$ cat config.mk
export PLATFORM = sky130hd
export DESIGN_NAME = sp24_ram
export DESIGN_NICKNAME = d
export VERILOG_FILES = /design/src/rtl/sp24_ram.sv
export SDC_FILE = /design/constraint.sdc
export NUM_CORES = 2
export LEC_CHECK = 0
export BUFFER_PORTS_ARGS = -buffer_cell sky130_fd_sc_hd__buf_4
export CORE_ASPECT_RATIO = 0.5
export CORE_MARGIN = 2
export CORE_UTILIZATION = 57
export CTS_CLUSTER_SIZE = 16
export DETAILED_ROUTE_END_ITERATION = 6
export PLACE_DENSITY = 0.73
export SYNTH_ARGS = -nofsm -noshare
export SYNTH_HDL_FRONTEND = slang
export SYNTH_SLANG_ARGS = --single-unit
export TNS_END_PERCENT = 100
$ cat constraint.sdc
create_clock -name clk -period 2.1 [get_ports clk]
set_input_delay 0.105 -clock clk [delete_from_list [all_inputs] [get_ports clk]]
set_output_delay 0.105 -clock clk [all_outputs]
set_load 0.02 [all_outputs]
$ cat src/rtl/sp24_ram.sv
`default_nettype none
module sp24_ram #(
  parameter int Width = 16,
  parameter int Depth = 256
) (
  input  wire logic                     clk,
  input  wire logic                     we,
  input  wire logic [$clog2(Depth)-1:0] waddr,
  input  wire logic [Width-1:0]         wdata,
  input  wire logic [$clog2(Depth)-1:0] raddr,
  output logic      [Width-1:0]         rdata
);
  logic [Width-1:0] mem [Depth];

  always_ff @(posedge clk) begin
    if (we) mem[waddr] <= wdata;
    rdata <= mem[raddr];
  end
endmodule
`default_nettype wire

* Yosys cells after proc, flatten, opt, wreduce, memory -nomap -nowiden
Memories as Yosys holds them, arrays and structs flattened. A register that Yosys moved wholly into a read port is not among the register bits.
Index checks and enable logic that the tools add are counted.
** Word-level totals
- Bits in registers :: 0
- Bits in latches :: 0
- RAM bits :: 4096
- Memory bits (read-only) :: 0
- Input port bits :: 34
- Word-level logic and storage cells :: 3
- Memories :: 1
** Operators by class
- Add/sub/neg operators :: 0
- Multiply operators :: 0
- Div/mod/pow operators :: 0
- Magnitude comparators :: 0
- Equal/unequal tests :: 0
- Shift-type cells :: 0
- Multiplexer cells :: 2
- Bitwise operators :: 0
- Reduce and logical (&&, ||, !) cells :: 0
** Memories
- mem :: depth 256, bits a word 16, rd ports 1, clocked after memory_dff 1, wr ports 1, RTL line 13 : logic [Width-1:0] mem [Depth];
** Operator list (number)
- two-way mux 1 bit :: 2

* Logic depth before layout (Yosys ltp)
- Depth in word-level cells :: 2
- Mapped depth :: 12
- Mapped depth without buffers :: 6

* Least setup slack after synthesis
OpenSTA, ideal clock, no wires.
- Kind :: input to register
- From :: input port waddr[3]
- To :: memory mem[235][0], enable pin
- Data arrival time :: 1.882 ns
- Required time :: 1.712 ns
- Slack :: -0.170 ns
- Stages :: 6
- Buffers on the path :: 3
- Cells stage by stage :: clkbuf_1 -> nor2b_1 -> clkbuf_1 -> nand4_1 -> clkbuf_1 -> nor2_1
** RTL lines
- start, declared :: RTL line 8 : input wire logic [$clog2(Depth)-1:0] waddr,
- end, declared :: RTL line 13
No word-level cell before the write port.

==> results.rst <==
.. list-table::
   :header-rows: 1

   * - Metric
     - Value
   * - Status
     - finished, violations left
   * - Failing checks
     - design-rule violations, negative setup slack
   * - Die extent in x
     - 750 um
   * - Busiest metal layer after global routing
     - met2
   * - Headroom to the max-slew limit
     - between 20% and 30%
   * - Netlist Area Pre-Place
     - 159000 sq um
   * - Height of the chip
     - about 380 um
   * - Area of the core region
     - 276000 sq um
   * - Startpoint of the worst setup timing path
     - mem[55][6]$_DFFE_PP_
   * - Number of sinks on the clock net
     - around 4.1k
   * - Clock tree from TritonCTS
     - built
   * - Worst hold stages
     - 5
   * - Final cell utilization of the core
     - 67.5%
   * - Cell family with most CP delay
     - multiplexers
   * - DP Wirelength
     - around 260000 um
   * - Total of buffers placed on input and output ports
     - 49
   * - Mean area per synthesized cell
     - 21.6 sq um
   * - Maximum level of the CTS H-tree
     - 5
   * - Hold violation count in the final report
     - 0
   * - Critical Path Slowest Stage Cell
     - sky130_fd_sc_hd__mux4_2
   * - Critical path cell sequence
     - mux4_2, mux4_2, a22o_4, o32ai_4, nor4_2
   * - Max Freq
     - 387 MHz
   * - Drt pass-1 iters
     - 7
   * - Largest net degree at the start of global routing
     - 120
   * - VDD IR max
     - 0.667 mV
   * - WL/cell
     - approximately 34 um
   * - Root buffer cell
     - sky130_fd_sc_hd__clkbuf_16
   * - Filler instances
     - 16.5k
   * - Mux contribution to synthesized area
     - 15.5%
   * - Post-synthesis async set-or-reset flop share
     - 0%
   * - Total power density per cell area
     - 887 nW/um^2
   * - Slowest stage delay, CP
     - 0.60 ns
   * - Slew at the pin closest to its max-slew limit
     - approximately 1.2 ns
   * - Post-Layout Cell Count
     - 12.4k
   * - Post-synthesis share of cell area spent on full adders, half adders and majority gates
     - 0%
   * - Antenna viol nets, final
     - 0
   * - Yosys synthesis warning count
     - 0
   * - Met3 Track Usage GR
     - 7.24%
   * - CP required
     - 2.86 ns
   * - Post-CTS Setup Repair Bufs
     - 0
   * - # placed instances
     - 11.8k
   * - Reg-to-Reg End
     - rdata[6]$_DFF_P_
   * - Unrepaired setup endpoints after global routing
     - true
   * - Logic depth of the worst setup path including buffers
     - 5
   * - Most frequently used flop master after synthesis
     - sky130_fd_sc_hd__edfxtp_1
   * - Fraction of the mapped netlist area in compound gates
     - ~3.5%
   * - Antenna violations before repair
     - 16
   * - Number of enable-type register cells in the synthesized netlist
     - 4096
   * - Final Hold Slack
     - between 0.06 and 0.07 ns
   * - Max-cap violations
     - 0
   * - Final worst clock skew
     - 0.0313 ns
   * - Setup Slack @ Placement
     - -1.39 ns
   * - Setup violation total in the final timing report
     - 16
   * - Vias in the first global route
     - between 80k and 90k
   * - Number of buffers created by CTS
     - 349
   * - Fraction of the mapped netlist area in simple logic gates
     - 1.57%
   * - CP Capture Point
     - rdata[6]$_DFF_P_
   * - Number of max-slew violations in the final report
     - 0
   * - Crit path capture type
     - flop
   * - Flop-to-flop setup slack
     - -0.48 ns
   * - Clock slew at reported path FFs
     - around 0.070 ns
   * - Share of the synthesized netlist area taken by xor and xnor gates
     - 0%
   * - Max Root-Sink Buffers
     - 4
   * - Synth cell types
     - 52
   * - Number of design rule violations left after detail routing
     - 4
   * - Type of the most critical hold path
     - in -> reg
   * - Path depth of the worst reg2reg path
     - 5
   * - Detailed Route WL
     - 425000 um
   * - Synthesized instance count
     - 7360
   * - WS Path Type
     - reg -> reg
   * - Final Critical Period
     - around 2.6 ns
   * - Global Route met1 Usage
     - 43.2%
   * - First-pass GRT wire length
     - between 600000 and 700000 um
   * - Initial DRC count
     - roughly 13k
   * - Share of cells above drive strength 1
     - a little under a third
   * - Starting density of the core
     - 57.5%
   * - Buffers and inverters on the worst path
     - 0
   * - Via/cell ratio
     - 6.73
   * - I/O pin count
     - 50
   * - Main combinational cell family by area after synthesis
     - multiplexers
   * - Crit Reg-Reg Startpoint
     - mem[55][6]$_DFFE_PP_
   * - Syn Nets
     - 7394
   * - Synth-to-Final Area Change
     - 17.4%
   * - Top fanout value on the critical path
     - 1
   * - Global-route total usage across every layer
     - 29.9%
   * - Core Rows
     - 136
   * - Seq cells post-synth
     - 4112
   * - Critical Path Start Type
     - flop
   * - Final critical-path share of the clock period
     - 123%
   * - Grt met2 use
     - between 40% and 50%
   * - Cell mode on critical path
     - sky130_fd_sc_hd__mux4_2
   * - Sequential area share after synthesis
     - 77.7%
   * - Leakage
     - 0.0604 uW
   * - Clock network latency to the later pin of the worst-skew pair
     - roughly 0.9 ns
   * - Overall power
     - 165000 uW
   * - Post-layout net count
     - 8472
   * - Final Worst Setup Slack
     - -0.484 ns
   * - GRT Residual Overflow
     - 0
   * - RePlAce Congestion
     - roughly 0.93
   * - Total Die Area
     - about 280000 sq um
   * - Via count
     - roughly 84k
   * - Crit path DAT
     - 3.34 ns
[logic make-up (layout without fill, tap and decap cells)]
family,Yosys count,in the layout
multiplexers,1450,1450
flip-flops,4112,4112
AO/OA/AOI/OAI,786,786
AND/OR/NAND/NOR,556,556
buffers and inverters,456,1803
other,0,6
[metal layers]
metal | vias up | part of all wire [%] | routed length [um]
li1 | 33430 | - | -
met1 | 43625 | 37 | 157000
met2 | 5732 | 46 | 194000
met3 | 872 | 13 | 54200
met4 | 16 | 4.4 | 18900
met5 | - | 0.033 | 140
[synth_stat cells (4+ instances only)]
master                      instances  area (sq um)
sky130_fd_sc_hd__nor3_1            92           460
sky130_fd_sc_hd__dfxtp_1           16           320
sky130_fd_sc_hd__o21ai_0           37           185
sky130_fd_sc_hd__nand2_1           38           143
sky130_fd_sc_hd__o221ai_1         252          2210
sky130_fd_sc_hd__nand3_1           35           175
sky130_fd_sc_hd__a2111oi_0          6          52.6
sky130_fd_sc_hd__a22o_1            32           280
sky130_fd_sc_hd__a31oi_1            6          37.5
sky130_fd_sc_hd__o32ai_1           20           175
sky130_fd_sc_hd__nand4_1           26           163
sky130_fd_sc_hd__buf_4             26           195
sky130_fd_sc_hd__nor2b_1            9          56.3
sky130_fd_sc_hd__nor2_1           304          1140
sky130_fd_sc_hd__buf_1             27           101
sky130_fd_sc_hd__nor4_1            17           106
sky130_fd_sc_hd__buf_12             5           100
sky130_fd_sc_hd__a21oi_1          175           876
sky130_fd_sc_hd__mux4_2           797         17900
sky130_fd_sc_hd__and3_1            11          68.8
sky130_fd_sc_hd__a221oi_1          28           245
sky130_fd_sc_hd__o31ai_1           16           120
sky130_fd_sc_hd__mux2_2            88           991
sky130_fd_sc_hd__buf_2             76           380
sky130_fd_sc_hd__or2_2              4          25.0
sky130_fd_sc_hd__buf_8             11           165
sky130_fd_sc_hd__buf_6             77           867
sky130_fd_sc_hd__a211oi_1          18           135
sky130_fd_sc_hd__a22oi_1           43           323
sky130_fd_sc_hd__o22ai_1          148           926
sky130_fd_sc_hd__mux2i_1          565          5660
sky130_fd_sc_hd__clkbuf_1         230           863
sky130_fd_sc_hd__edfxtp_1        4096        123000
[layout by cell type (no fill, tap or decap), types with 10 or more instances in the layout]
master                          count
sky130_fd_sc_hd__clkinv_1          78
sky130_fd_sc_hd__o21ai_0           35
sky130_fd_sc_hd__o221ai_1         248
sky130_fd_sc_hd__o32ai_4           15
sky130_fd_sc_hd__nand3_2           12
sky130_fd_sc_hd__nor3_1            82
sky130_fd_sc_hd__a22o_4            18
sky130_fd_sc_hd__nand4_1           26
sky130_fd_sc_hd__buf_6             18
sky130_fd_sc_hd__a221oi_2          10
sky130_fd_sc_hd__nand3_1           23
sky130_fd_sc_hd__o31ai_1           12
sky130_fd_sc_hd__mux2_2            76
sky130_fd_sc_hd__a221oi_1          15
sky130_fd_sc_hd__buf_12           328
sky130_fd_sc_hd__bufinv_16         34
sky130_fd_sc_hd__clkinvlp_4        11
sky130_fd_sc_hd__a211oi_1          18
sky130_fd_sc_hd__clkbuf_1          66
sky130_fd_sc_hd__mux2i_1          565
sky130_fd_sc_hd__buf_8             17
sky130_fd_sc_hd__and3_1            11
sky130_fd_sc_hd__dlygate4sd3_1     26
sky130_fd_sc_hd__a21oi_1          175
sky130_fd_sc_hd__o22ai_1          148
sky130_fd_sc_hd__clkinv_2          52
sky130_fd_sc_hd__buf_4            782
sky130_fd_sc_hd__nor2_1           246
sky130_fd_sc_hd__dfxtp_1           16
sky130_fd_sc_hd__clkbuf_16        356
sky130_fd_sc_hd__a22oi_1           36
sky130_fd_sc_hd__nand2_1           32
sky130_fd_sc_hd__mux2_4            12
sky130_fd_sc_hd__nor2_2            57
sky130_fd_sc_hd__edfxtp_1        4096
sky130_fd_sc_hd__mux4_2           797
sky130_fd_sc_hd__inv_6             13
[how the worst min path moves through the flow]
stage                          from                     end  slack, ns
after floorplan            wdata[0]     mem[0][0]$_DFFE_PP_       0.20
after global placement    wdata[13]    mem[3][13]$_DFFE_PP_       0.45
after detailed placement  wdata[13]    mem[3][13]$_DFFE_PP_       0.46
after CTS                  waddr[1]  mem[155][10]$_DFFE_PP_      0.008
after global routing             we  mem[181][13]$_DFFE_PP_       0.07
final                            we  mem[181][15]$_DFFE_PP_       0.07
[state kept, by name, indices dropped and copies added (netlist names)]
signal and cells:
mem 4096, rdata 16
[power by group]
part / internal, uW / switching [uW] / leakage (uW)
combinational: 4020 / 6150 / 0.0180
clock: 35300 / 29100 / 0.00540
sequential: 90400 / 202 / 0.0369
total: 130000 / 35400 / 0.0604
[area by class of cell]
type,instances,area (sq um),area share [%]
Sequential cell,4112,123000,66.2
Inverter,4,27.5,0.0148
Antenna cell,6,15.0,0.00806
Timing Repair Buffer,1179,13400,7.17
Tap cell,3726,4660,2.50
Multi-Input combinational cell,2792,33800,18.2
Clock inverter,196,1920,1.03
Clock buffer,424,9160,4.92
[tightest hold or removal path, delay by kind of cell]
kind          cells  cell delay, ns
buf+inv           3            0.50
simple gates      2            0.17
[metrics by stage]
stage	setup TNS [ns]	cell area, sq um
floorplan	-311.52	159000
global placement	-19.62	174000
detailed placement	-20.01	174000
CTS	-4.51	186000
global route	-5.06	186000
finish	-4.76	186000
[repair_timing]
| item | in CTS | in global routing |
|---|---|---|
| pin swaps | 20 | 25 |
| endpoints found under the setup margin | 16 | 23 |
| gates resized for setup | 106 | 67 |
| hold endpoints to repair | 3761 | 0 |
| cloned | 0 | 2 |
| hold buffers | 26 | 0 |
(Power assumes the default switching activity.)
